[config.mk]
export PLATFORM = sky130hd
export DESIGN_NAME = zmodem_data_subpacket_receiver_unit_flat
export DESIGN_NICKNAME = d
export VERILOG_FILES = /design/src/rtl/zmsr_pkg.sv /design/src/rtl/zmsr_if.sv /design/src/rtl/zmodem_data_subpacket_receiver_unit.sv /design/src/rtl/zmsr_in_stage.sv /design/src/rtl/zmsr_core.sv /design/src/flat_wrapper.sv
export SDC_FILE = /design/constraint.sdc
export NUM_CORES = 1
export LEC_CHECK = 0
export BUFFER_PORTS_ARGS = -buffer_cell sky130_fd_sc_hd__buf_2
export CAP_MARGIN = 20
export CORE_ASPECT_RATIO = 0.75
export CORE_MARGIN = 2
export CORE_UTILIZATION = 55
export CTS_CLUSTER_DIAMETER = 200
export DETAILED_ROUTE_END_ITERATION = 6
export PLACE_DENSITY_LB_ADDON = 0.08
export SETUP_SLACK_MARGIN = 0.2
export SLEW_MARGIN = 0
export SYNTH_ARGS = -nofsm -noshare
export SYNTH_HDL_FRONTEND = slang
export SYNTH_HIERARCHICAL = 1
export SYNTH_SLANG_ARGS = --single-unit
[constraint.sdc]
create_clock -name clk_i -period 5 [get_ports clk_i]
set_clock_uncertainty 0.2 [all_clocks]
set_input_delay 0.25 -clock clk_i [delete_from_list [all_inputs] [get_ports clk_i]]
set_output_delay 0.25 -clock clk_i [all_outputs]
set_load 0.02 [all_outputs]
[src/rtl/zmsr_pkg.sv]
// shared types, constants and crc functions for the zmodem data subpacket receiver
package zmsr_pkg;

  localparam int BufDepthDef = 1024;

  localparam int SymW    = 9;
  localparam int LenW    = 11;
  localparam int IdxW    = 10;
  localparam int PosW    = 32;
  localparam int CfgIdxW = 2;
  localparam int CfgW    = 32;

  localparam logic [LenW-1:0] MaxLenReset = 11'd1024;
  localparam logic [31:0]     CrcInit32   = 32'hffff_ffff;

  localparam logic [7:0] TypeE = 8'h68;
  localparam logic [7:0] TypeG = 8'h69;
  localparam logic [7:0] TypeQ = 8'h6a;
  localparam logic [7:0] TypeW = 8'h6b;

  typedef enum logic [2:0] {
    ST_CONT     = 3'd0,
    ST_END      = 3'd1,
    ST_CRC_ERR  = 3'd2,
    ST_BAD_TYPE = 3'd3,
    ST_TIMEOUT  = 3'd4
  } status_e;

  typedef enum logic [CfgIdxW-1:0] {
    CFG_CRC32_MODE    = 2'd0,
    CFG_MAX_LEN       = 2'd1,
    CFG_ACK_ENABLE    = 2'd2,
    CFG_FILE_POS_INIT = 2'd3
  } cfg_idx_e;

  typedef struct packed {
    logic [SymW-1:0] symbol;
    logic            timed_out;
  } sym_t;

  typedef struct packed {
    logic              kind;
    logic [7:0]        data_byte;
    logic [IdxW-1:0]   byte_index;
    status_e           status;
    logic              send_ack;
    logic              send_nak;
    logic [PosW-1:0]   ack_position;
    logic [LenW-1:0]   frame_length;
  } res_t;

  typedef struct packed {
    logic              en;
    cfg_idx_e          index;
    logic [CfgW-1:0]   data;
  } cfg_wr_t;

  // reflected crc-32, one byte
  function automatic logic [31:0] crc32_fold(logic [31:0] crc, logic [7:0] b);
    logic [31:0] c;
    c = crc ^ {24'h0, b};
    for (int i = 0; i < 8; i++) begin
      c = c[0] ? ((c >> 1) ^ 32'hedb8_8320) : (c >> 1);
    end
    return c;
  endfunction

  // crc-16 ccitt, msb first, one byte
  function automatic logic [15:0] crc16_fold(logic [15:0] crc, logic [7:0] b);
    logic [15:0] c;
    c = crc ^ {b, 8'h00};
    for (int i = 0; i < 8; i++) begin
      c = c[15] ? ((c << 1) ^ 16'h1021) : (c << 1);
    end
    return c;
  endfunction

endpackage

[src/rtl/zmsr_if.sv]
// handshake channel interfaces: symbol input, result output, config write
interface zmsr_sym_if;
  logic                        valid;
  logic                        ready;
  logic [zmsr_pkg::SymW-1:0]   symbol;
  logic                        timed_out;

  modport source (output valid, output symbol, output timed_out, input ready);
  modport sink   (input valid, input symbol, input timed_out, output ready);
endinterface

interface zmsr_res_if;
  logic                        valid;
  logic                        ready;
  logic                        kind;
  logic [7:0]                  data_byte;
  logic [zmsr_pkg::IdxW-1:0]   byte_index;
  logic [2:0]                  status;
  logic                        send_ack;
  logic                        send_nak;
  logic [zmsr_pkg::PosW-1:0]   ack_position;
  logic [zmsr_pkg::LenW-1:0]   frame_length;

  modport source (output valid, output kind, output data_byte, output byte_index,
                  output status, output send_ack, output send_nak,
                  output ack_position, output frame_length, input ready);
  modport sink   (input valid, input kind, input data_byte, input byte_index,
                  input status, input send_ack, input send_nak,
                  input ack_position, input frame_length, output ready);
endinterface

interface zmsr_cfg_if;
  logic                          valid;
  logic                          ready;
  logic [zmsr_pkg::CfgIdxW-1:0]  index;
  logic [zmsr_pkg::CfgW-1:0]     data;

  modport source (output valid, output index, output data, input ready);
  modport sink   (input valid, input index, input data, output ready);
endinterface

[src/rtl/zmodem_data_subpacket_receiver_unit.sv]
// zmodem data subpacket receiver: crc-16/crc-32 check and status per subpacket
// symbol words wait in the input register; result words wait in the result register
// throughput: one symbol word per cycle while no result word is stalled, set by the
//   single-byte crc fold between the input register and the result register
// reset: async active low; crc-16 mode, length limit 1024, ack enabled, position 0
// config writes are taken every cycle; a position write overrides a same-cycle update
module zmodem_data_subpacket_receiver_unit #(
  parameter int BUF_DEPTH = zmsr_pkg::BufDepthDef
) (
  input  logic        clk_i,
  input  logic        rst_ni,
  zmsr_sym_if.sink    sym_i,
  zmsr_res_if.source  res_o,
  zmsr_cfg_if.sink    cfg_i
);
  import zmsr_pkg::*;

  sym_t    sym_in;
  sym_t    sym_held;
  logic    held_valid;
  logic    take;
  cfg_wr_t cfg_wr;
  res_t    res;

  assign sym_in.symbol    = sym_i.symbol;
  assign sym_in.timed_out = sym_i.timed_out;

  assign cfg_i.ready  = 1'b1;
  assign cfg_wr.en    = cfg_i.valid;
  assign cfg_wr.index = cfg_idx_e'(cfg_i.index);
  assign cfg_wr.data  = cfg_i.data;

  zmsr_in_stage u_in_stage (
    .clk_i   (clk_i),
    .rst_ni  (rst_ni),
    .valid_i (sym_i.valid),
    .ready_o (sym_i.ready),
    .sym_i   (sym_in),
    .valid_o (held_valid),
    .sym_o   (sym_held),
    .take_i  (take)
  );

  zmsr_core #(
    .BUF_DEPTH (BUF_DEPTH)
  ) u_core (
    .clk_i       (clk_i),
    .rst_ni      (rst_ni),
    .valid_i     (held_valid),
    .sym_i       (sym_held),
    .take_o      (take),
    .cfg_i       (cfg_wr),
    .res_valid_o (res_o.valid),
    .res_o       (res),
    .res_ready_i (res_o.ready)
  );

  assign res_o.kind         = res.kind;
  assign res_o.data_byte    = res.data_byte;
  assign res_o.byte_index   = res.byte_index;
  assign res_o.status       = res.status;
  assign res_o.send_ack     = res.send_ack;
  assign res_o.send_nak     = res.send_nak;
  assign res_o.ack_position = res.ack_position;
  assign res_o.frame_length = res.frame_length;

endmodule

[src/rtl/zmsr_in_stage.sv]
// input register for incoming symbol words
module zmsr_in_stage (
  input  logic             clk_i,
  input  logic             rst_ni,
  input  logic             valid_i,
  output logic             ready_o,
  input  zmsr_pkg::sym_t   sym_i,
  output logic             valid_o,
  output zmsr_pkg::sym_t   sym_o,
  input  logic             take_i
);
  import zmsr_pkg::*;

  logic valid_q;
  sym_t sym_q;

  // refill in the same cycle the core consumes the held word
  assign ready_o = !valid_q || take_i;
  assign valid_o = valid_q;
  assign sym_o   = sym_q;

  always_ff @(posedge clk_i or negedge rst_ni) begin
    if (!rst_ni) begin
      valid_q <= 1'b0;
    end else if (valid_i && ready_o) begin
      valid_q <= 1'b1;
    end else if (take_i) begin
      valid_q <= 1'b0;
    end
  end

  always_ff @(posedge clk_i) begin
    if (valid_i && ready_o) begin
      sym_q <= sym_i;
    end
  end

endmodule

[src/rtl/zmsr_core.sv]
// subpacket state, crc update, config registers and result register
module zmsr_core #(
  parameter int BUF_DEPTH = zmsr_pkg::BufDepthDef
) (
  input  logic               clk_i,
  input  logic               rst_ni,
  input  logic               valid_i,
  input  zmsr_pkg::sym_t     sym_i,
  output logic               take_o,
  input  zmsr_pkg::cfg_wr_t  cfg_i,
  output logic               res_valid_o,
  output zmsr_pkg::res_t     res_o,
  input  logic               res_ready_i
);
  import zmsr_pkg::*;

  localparam logic [LenW-1:0] LimCap =
    LenW'((BUF_DEPTH > (2**LenW - 1)) ? (2**LenW - 1) : BUF_DEPTH);

  typedef enum logic {
    PH_PAYLOAD = 1'b0,
    PH_TRAILER = 1'b1
  } phase_e;

  phase_e          phase_q, phase_d;
  logic            mode32_q, mode32_d;
  logic [31:0]     crc_q, crc_d;
  logic [LenW-1:0] cnt_q, cnt_d;
  logic [31:0]     trl_q, trl_d;
  logic [1:0]      got_q, got_d;
  logic            bad_q, bad_d;
  logic [7:0]      type_q, type_d;
  logic [PosW-1:0] pos_q, pos_d;
  logic            fresh_q, fresh_d;

  logic            crc32_mode_q;
  logic [LenW-1:0] max_len_q;
  logic            ack_en_q;

  logic            res_valid_q;
  res_t            res_q;
  res_t            res_d;
  logic            has_res;

  logic            adv;
  logic            mode;
  logic [31:0]     crc_cur;
  logic [31:0]     crc_fold;
  logic [31:0]     expect_crc;
  logic [7:0]      byte_v;
  logic            term;
  logic [LenW-1:0] limit;
  logic            done;
  logic            restart;

  assign adv    = valid_i && (!res_valid_q || res_ready_i);
  assign take_o = adv;

  always_comb begin
    // first word of a subpacket samples the crc mode
    mode     = fresh_q ? crc32_mode_q : mode32_q;
    crc_cur  = fresh_q ? (crc32_mode_q ? CrcInit32 : 32'h0) : crc_q;
    byte_v   = sym_i.symbol[7:0];
    term     = sym_i.symbol[8];
    limit    = (max_len_q < LimCap) ? max_len_q : LimCap;
    crc_fold = mode ? crc32_fold(crc_cur, byte_v)
                    : {16'h0, crc16_fold(crc_cur[15:0], byte_v)};
    expect_crc = mode ? ~crc_cur : {16'h0, crc_cur[15:0]};
    done     = mode ? (got_q == 2'd3) : (got_q == 2'd1);

    phase_d  = phase_q;
    mode32_d = mode;
    crc_d    = crc_cur;
    cnt_d    = cnt_q;
    trl_d    = trl_q;
    got_d    = got_q;
    bad_d    = bad_q;
    type_d   = type_q;
    pos_d    = pos_q;
    fresh_d  = 1'b0;
    has_res  = 1'b0;
    res_d    = '0;
    restart  = 1'b0;

    if (sym_i.timed_out) begin
      has_res            = 1'b1;
      res_d.kind         = 1'b1;
      res_d.status       = ST_TIMEOUT;
      res_d.send_nak     = 1'b1;
      res_d.ack_position = pos_q;
      res_d.frame_length = cnt_q;
      restart            = 1'b1;
    end else if (phase_q == PH_PAYLOAD) begin
      if (!term) begin
        // bytes past the limit are dropped silently
        if (cnt_q < limit) begin
          crc_d            = crc_fold;
          has_res          = 1'b1;
          res_d.data_byte  = byte_v;
          res_d.byte_index = cnt_q[IdxW-1:0];
          cnt_d            = cnt_q + 1'b1;
        end
      end else begin
        type_d  = byte_v;
        crc_d   = crc_fold;
        phase_d = PH_TRAILER;
        got_d   = 2'd0;
        trl_d   = 32'h0;
        bad_d   = 1'b0;
      end
    end else begin
      bad_d = bad_q | term;
      if (mode) begin
        trl_d = trl_q | ({24'h0, byte_v} << {got_q, 3'b000});
      end else begin
        trl_d = {16'h0, trl_q[7:0], byte_v};
      end
      got_d = got_q + 1'b1;
      if (done) begin
        has_res            = 1'b1;
        res_d.kind         = 1'b1;
        res_d.frame_length = cnt_q;
        restart            = 1'b1;
        if (bad_d || trl_d != expect_crc) begin
          res_d.status       = ST_CRC_ERR;
          res_d.send_nak     = 1'b1;
          res_d.ack_position = pos_q;
        end else begin
          // position advances even when the type turns out invalid
          pos_d              = pos_q + {{(PosW-LenW){1'b0}}, cnt_q};
          res_d.ack_position = pos_d;
          case (type_q)
            TypeG: res_d.status = ST_CONT;
            TypeE: res_d.status = ST_END;
            TypeQ: begin
              res_d.status   = ST_CONT;
              res_d.send_ack = ack_en_q;
            end
            TypeW: begin
              res_d.status   = ST_END;
              res_d.send_ack = ack_en_q;
            end
            default: begin
              res_d.status   = ST_BAD_TYPE;
              res_d.send_nak = 1'b1;
            end
          endcase
        end
      end
    end

    if (restart) begin
      phase_d  = PH_PAYLOAD;
      mode32_d = crc32_mode_q;
      crc_d    = crc32_mode_q ? CrcInit32 : 32'h0;
      cnt_d    = '0;
      trl_d    = 32'h0;
      got_d    = 2'd0;
      bad_d    = 1'b0;
      fresh_d  = 1'b1;
    end
  end

  always_ff @(posedge clk_i or negedge rst_ni) begin
    if (!rst_ni) begin
      phase_q      <= PH_PAYLOAD;
      mode32_q     <= 1'b0;
      crc_q        <= 32'h0;
      cnt_q        <= '0;
      trl_q        <= 32'h0;
      got_q        <= 2'd0;
      bad_q        <= 1'b0;
      type_q       <= 8'h0;
      pos_q        <= '0;
      fresh_q      <= 1'b1;
      crc32_mode_q <= 1'b0;
      max_len_q    <= MaxLenReset;
      ack_en_q     <= 1'b1;
      res_valid_q  <= 1'b0;
    end else begin
      if (adv) begin
        phase_q     <= phase_d;
        mode32_q    <= mode32_d;
        crc_q       <= crc_d;
        cnt_q       <= cnt_d;
        trl_q       <= trl_d;
        got_q       <= got_d;
        bad_q       <= bad_d;
        type_q      <= type_d;
        pos_q       <= pos_d;
        fresh_q     <= fresh_d;
        res_valid_q <= has_res;
      end else if (res_ready_i) begin
        res_valid_q <= 1'b0;
      end
      if (cfg_i.en) begin
        unique case (cfg_i.index)
          CFG_CRC32_MODE:    crc32_mode_q <= cfg_i.data[0];
          CFG_MAX_LEN:       max_len_q    <= cfg_i.data[LenW-1:0];
          CFG_ACK_ENABLE:    ack_en_q     <= cfg_i.data[0];
          CFG_FILE_POS_INIT: pos_q        <= cfg_i.data[PosW-1:0];
        endcase
      end
    end
  end

  always_ff @(posedge clk_i) begin
    if (adv && has_res) begin
      res_q <= res_d;
    end
  end

  assign res_valid_o = res_valid_q;
  assign res_o       = res_q;

  a_count_bounded: assert property (@(posedge clk_i) disable iff (!rst_ni)
    cnt_q <= LimCap)
    else $error("stored count above buffer limit");

  a_restart_after_status: assert property (@(posedge clk_i) disable iff (!rst_ni)
    (adv && has_res && res_d.kind) |=> (cnt_q == '0 && phase_q == PH_PAYLOAD && fresh_q))
    else $error("subpacket state not restarted after status word");

  a_ack_only_good: assert property (@(posedge clk_i) disable iff (!rst_ni)
    (res_valid_q && res_q.send_ack) |->
      (res_q.kind && (res_q.status == ST_CONT || res_q.status == ST_END)))
    else $error("ack requested on a failed subpacket");

  a_nak_matches_status: assert property (@(posedge clk_i) disable iff (!rst_ni)
    (res_valid_q && res_q.kind) |->
      (res_q.send_nak == (res_q.status == ST_CRC_ERR || res_q.status == ST_BAD_TYPE
                          || res_q.status == ST_TIMEOUT)))
    else $error("nak flag disagrees with status");

  a_crc16_trailer_len: assert property (@(posedge clk_i) disable iff (!rst_ni)
    (phase_q == PH_TRAILER && !mode32_q) |-> (got_q <= 2'd1))
    else $error("crc-16 trailer counter overran");

endmodule

[src/flat_wrapper.sv]
// flat-port wrapper written by rule: the top's interface ports become plain ports
module zmodem_data_subpacket_receiver_unit_flat import zmsr_pkg::*;
#(
  parameter int BUF_DEPTH = zmsr_pkg::BufDepthDef
)
  (clk_i, rst_ni, sym_i_valid, sym_i_symbol, sym_i_timed_out, sym_i_ready, res_o_valid, res_o_kind, res_o_data_byte, res_o_byte_index, res_o_status, res_o_send_ack, res_o_send_nak, res_o_ack_position, res_o_frame_length, res_o_ready, cfg_i_valid, cfg_i_index, cfg_i_data, cfg_i_ready);
  zmsr_sym_if sym_i_i ();
  zmsr_res_if res_o_i ();
  zmsr_cfg_if cfg_i_i ();
  input  logic clk_i;
  input  logic rst_ni;
  input wire logic [$bits(sym_i_i.valid)-1:0] sym_i_valid;
  input wire logic [$bits(sym_i_i.symbol)-1:0] sym_i_symbol;
  input wire logic [$bits(sym_i_i.timed_out)-1:0] sym_i_timed_out;
  output wire logic [$bits(sym_i_i.ready)-1:0] sym_i_ready;
  output wire logic [$bits(res_o_i.valid)-1:0] res_o_valid;
  output wire logic [$bits(res_o_i.kind)-1:0] res_o_kind;
  output wire logic [$bits(res_o_i.data_byte)-1:0] res_o_data_byte;
  output wire logic [$bits(res_o_i.byte_index)-1:0] res_o_byte_index;
  output wire logic [$bits(res_o_i.status)-1:0] res_o_status;
  output wire logic [$bits(res_o_i.send_ack)-1:0] res_o_send_ack;
  output wire logic [$bits(res_o_i.send_nak)-1:0] res_o_send_nak;
  output wire logic [$bits(res_o_i.ack_position)-1:0] res_o_ack_position;
  output wire logic [$bits(res_o_i.frame_length)-1:0] res_o_frame_length;
  input wire logic [$bits(res_o_i.ready)-1:0] res_o_ready;
  input wire logic [$bits(cfg_i_i.valid)-1:0] cfg_i_valid;
  input wire logic [$bits(cfg_i_i.index)-1:0] cfg_i_index;
  input wire logic [$bits(cfg_i_i.data)-1:0] cfg_i_data;
  output wire logic [$bits(cfg_i_i.ready)-1:0] cfg_i_ready;
  assign sym_i_i.valid = sym_i_valid;
  assign sym_i_i.symbol = sym_i_symbol;
  assign sym_i_i.timed_out = sym_i_timed_out;
  assign sym_i_ready = sym_i_i.ready;
  assign res_o_valid = res_o_i.valid;
  assign res_o_kind = res_o_i.kind;
  assign res_o_data_byte = res_o_i.data_byte;
  assign res_o_byte_index = res_o_i.byte_index;
  assign res_o_status = res_o_i.status;
  assign res_o_send_ack = res_o_i.send_ack;
  assign res_o_send_nak = res_o_i.send_nak;
  assign res_o_ack_position = res_o_i.ack_position;
  assign res_o_frame_length = res_o_i.frame_length;
  assign res_o_i.ready = res_o_ready;
  assign cfg_i_i.valid = cfg_i_valid;
  assign cfg_i_i.index = cfg_i_index;
  assign cfg_i_i.data = cfg_i_data;
  assign cfg_i_ready = cfg_i_i.ready;
  zmodem_data_subpacket_receiver_unit #(.BUF_DEPTH(BUF_DEPTH)) u_core (.clk_i(clk_i), .rst_ni(rst_ni), .sym_i(sym_i_i), .res_o(res_o_i), .cfg_i(cfg_i_i));
endmodule
==> summary.txt <==
Pwr
  – Internal power: 0.005564 W
  – Combinational group share of total power: 54.2%
  – Psw: roughly 0.0047 W
  – Power density cells: 652.0 nW/um^2
  – Switch share: 45.72%
  – Total power: 0.01025 W
  – Leakage: about 6.7 nW
  – Flop pwr share: 29.5%
  – Worst vdd ir: 0.3229 mV
  – Clock Power Share: ~16%

STA
  – Final setup viols: 0
  – Final hold vios: 0
  – Fmax: 220.1 MHz
  – RSZ-0062 raised after global routing: false
  – Period Utilization, post-route: between 90% and 100%
  – Crit path time final: 4543 ps
  – Tightest Pin Transition: 1030 ps
  – Pins Over Slew Limit: 0
  – Relative slew slack: 31.36%
  – Sum Neg Setup Slack: 0 ps

Worst setup path
  – Crit end category: register
  – Register-to-Register Path Depth: 14
  – Reg2Reg Setup Slack: roughly 460 ps
  – Critical path launch point: u_core/u_core/fresh_q
  – CP Launch Type: register
  – Worst endpoint required time: roughly 5200 ps
  – Worst r2r src: u_core/u_core/fresh_q
  – Crit path arrival time: about 4800 ps
  – Setup Crit Path Kind: register to register
  – Critical Path Fanout Max: 28

GRT
  – Grt ovf: 0
  – First-pass GRT wire length: between 60000 and 70000 um
  – Vias in the first global route: between 10000 and 15000
  – Largest net degree at the start of global routing: 101
  – GRT Resource Usage Total: 34.30%
  – Initial antenna violation count: 1

Drt
  – Drc violations: 0
  – Drt wl/cell: 22.98 um
  – Vias per cell: 6.308
  – First-pass DRT Iterations: 5
  – 1st-iter DRT viols: 1437
  – Final WL: 44280 um
  – Antenna-violating nets left: 0
  – Routed vias: 12160

Clock tree
  – Clk root buf: clkbuf_16
  – H-tree depth: 1
  – Total CTS buffers: 23
  – Resize count post-CTS: 0
  – Clock-pin slew on the worst setup and hold paths: roughly 60 ps
  – Later-pin clock latency in the skew report: 520 ps
  – CTS Hold Bufs: 47
  – CTS Sinks: between 200 and 250
  – Clock buffer depth: 3
  – TritonCTS clock tree: done
  – Post-CTS setup repair buffer count: 0

Place
  – Cell Area, Placed: between 10000 and 15000 sq um
  – Port Buffers: roughly 120
  – Final GP Congestion: approximately 0.97
  – Final HPWL DP: 30850 um

Yosys
  – Cell variety after synth: 96
  – Avg Inst Size Synth: 9.399 sq um
  – Syn Nets: 1501
  – Ys Warns: 6
  – Post-synthesis cell area: 13430 sq um
  – Flip-flop and latch count after synthesis: 213
  – Synth top area cells: dfrtp_1, edfxtp_1, xnor2_1, a21oi_1, nand2_1
  – Ys flop type: dfrtp_1
  – Asr flop ratio synth: 63.85%
  – Post-synth EDFFs: 77
  – Yosys top cell by area: dfrtp_1
  – Sequential share of the synthesized area: 42.58%
  – Synth top area share: 24.78%
  – Post-Syn Instances: roughly 1400

Floorplan
  – Die Area: ~26000 sq um
  – Die X: about 180 um
  – Core area: 23970 sq um
  – Die Ht: 139.3 um
  – # rows: between 40 and 50
  – IO Pins: 119
  – Initial Util: roughly 56%

Cells and area
  – Fin area: 15720 sq um
  – Nets: ~1700
  – Area Growth Syn to Fin: 17.07%
  – Share of layout cells above drive strength 1: 17.87%

Min path
  – Hold Path Cell Cnt: 4
  – HP Class: input pin to register
  – Hold_sp: cfg_i_valid

Outcome
  – Status: complete, no violations

Flow run
  – Max-cap violations: 0
==> per-layer routing <==
metal  wire length [um]  part of all wire [%]  vias to the layer above  track usage [%]
met3               5034                    11                       64            9.605
met2              18200                    41                      624            47.39
met1              20090                    45                     5928            53.03
li1                   -                     -                     5537                -
met4                944                   2.1                        2            7.495
met5                 13                 0.029                        -                0
==> area by class of cell <==
cell class	instances	area [sq um]
Sequential cell	213	5719
Clock buffer	31	626.9
Tap cell	331	414.1
Multi-Input combinational cell	1078	7157
Timing Repair Buffer	232	1590
Antenna cell	1	2.502
Inverter	32	120.1
Clock inverter	9	93.84
Fill cell	1984	8248
==> power by group through the flow <==
stage | sequential [W] | combinational [W] | clock [W]
after floorplan | 0.00285 | 0.00385 | 0
after global placement | 0.00300 | 0.00533 | 0
after detailed placement | 0.00300 | 0.00533 | 0
after CTS | 0.00298 | 0.00539 | 0.00170
after global routing | 0.00307 | 0.00591 | 0.00176
final | 0.00302 | 0.00556 | 0.00167
==> flip-flops by register name, summed over array words and instances (netlist names), 8 cells and up <==
signal                   cells
u_core/u_core/res_o         67
u_core/u_core/crc_q         32
u_core/u_core/pos_q         32
u_core/u_core/trl_q         32
u_core/u_core/cnt_q         11
u_core/u_core/max_len_q     11
u_core/u_in_stage/sym_o     10
u_core/u_core/type_q         8
==> final timing paths <==
path	endpoint
max	u_core/u_core/pos_q[18]
min in group asynchronous	u_core/u_core/trl_q[3]
max reg2reg	u_core/u_core/pos_q[18]
max in group asynchronous	u_core/u_core/fresh_q
min reg2reg	u_core/u_core/type_q[5]
min	u_core/u_core/ack_en_q
==> cells by family after synthesis <==
logic type	Yosys count	share of synthesized area (%)
adders and majority gates	23	2.198
and+or+nand+nor	455	17.49
other	1	0.02792
DFF	213	42.58
AOI/OAI and AO/OA	419	20.37
muxes	52	4.369
xor gates and xnor gates	128	8.682
buffers and inverters	138	4.285
==> metrics by stage <==
step                      utilization (%)  hold WS, ps  setup slack [ps]  std cells
after floorplan                         -       -245.6             275.6       1429
after global placement              60.53        225.9             379.3       1837
after detailed placement            60.53        228.1             336.4       1837
after CTS                           65.50        21.42             313.0       1924
after global routing                65.58        28.67             392.5       1926
final                               65.59        28.40             457.3       1927
==> synthesized netlist by cell type, types with 10 or more instances <==
library cell and count:
a211o_1 12, a211oi_1 17, a21o_1 23, a21oi_1 106, a22o_1 19, a22oi_1 13, a31oi_1 30, and2_1 41
and3_1 12, buf_2 10, clkbuf_1 81, dfrtp_1 133, edfxtp_1 77, ha_1 22, inv_1 28, mux2_2 27
mux2i_1 21, nand2_1 122, nand2b_1 11, nand3_1 43, nand4_1 16, nor2_1 104, nor3_1 18, o211ai_1 19
o21ai_0 86, o22ai_1 17, o31ai_1 12, or3_1 12, or4_1 24, xnor2_1 88, xor2_1 36
==> placed cells by master (no fill, tap or decap), types with 27 or more instances in the layout <==
cell type | synthesis | routed
inv_1 | 28 | 27
and2_1 | 41 | 41
dlygate4sd3_1 | 0 | 47
buf_4 | 4 | 66
dfrtp_1 | 133 | 133
xor2_1 | 36 | 36
o21ai_0 | 86 | 86
mux2_2 | 27 | 27
a21oi_1 | 106 | 106
edfxtp_1 | 77 | 77
nand2_1 | 122 | 122
a31oi_1 | 30 | 30
nand3_1 | 43 | 43
nor2_1 | 104 | 103
buf_2 | 10 | 116
xnor2_1 | 88 | 88
==> worst max-delay path: stages, from the launching register on <==
cell	delay (ps)
dfstp_2	1010
buf_4	320
nor3_1	70
o21ai_0	260
o2111ai_1	160
a2111oi_0	620
buf_4	220
nand4_1	170
nor4_4	210
buf_4	180
buf_4	130
nand4_1	110
buf_4	210
or4_1	390
a31oi_1	200
Note: power is estimated with default switching activity, not from simulation.
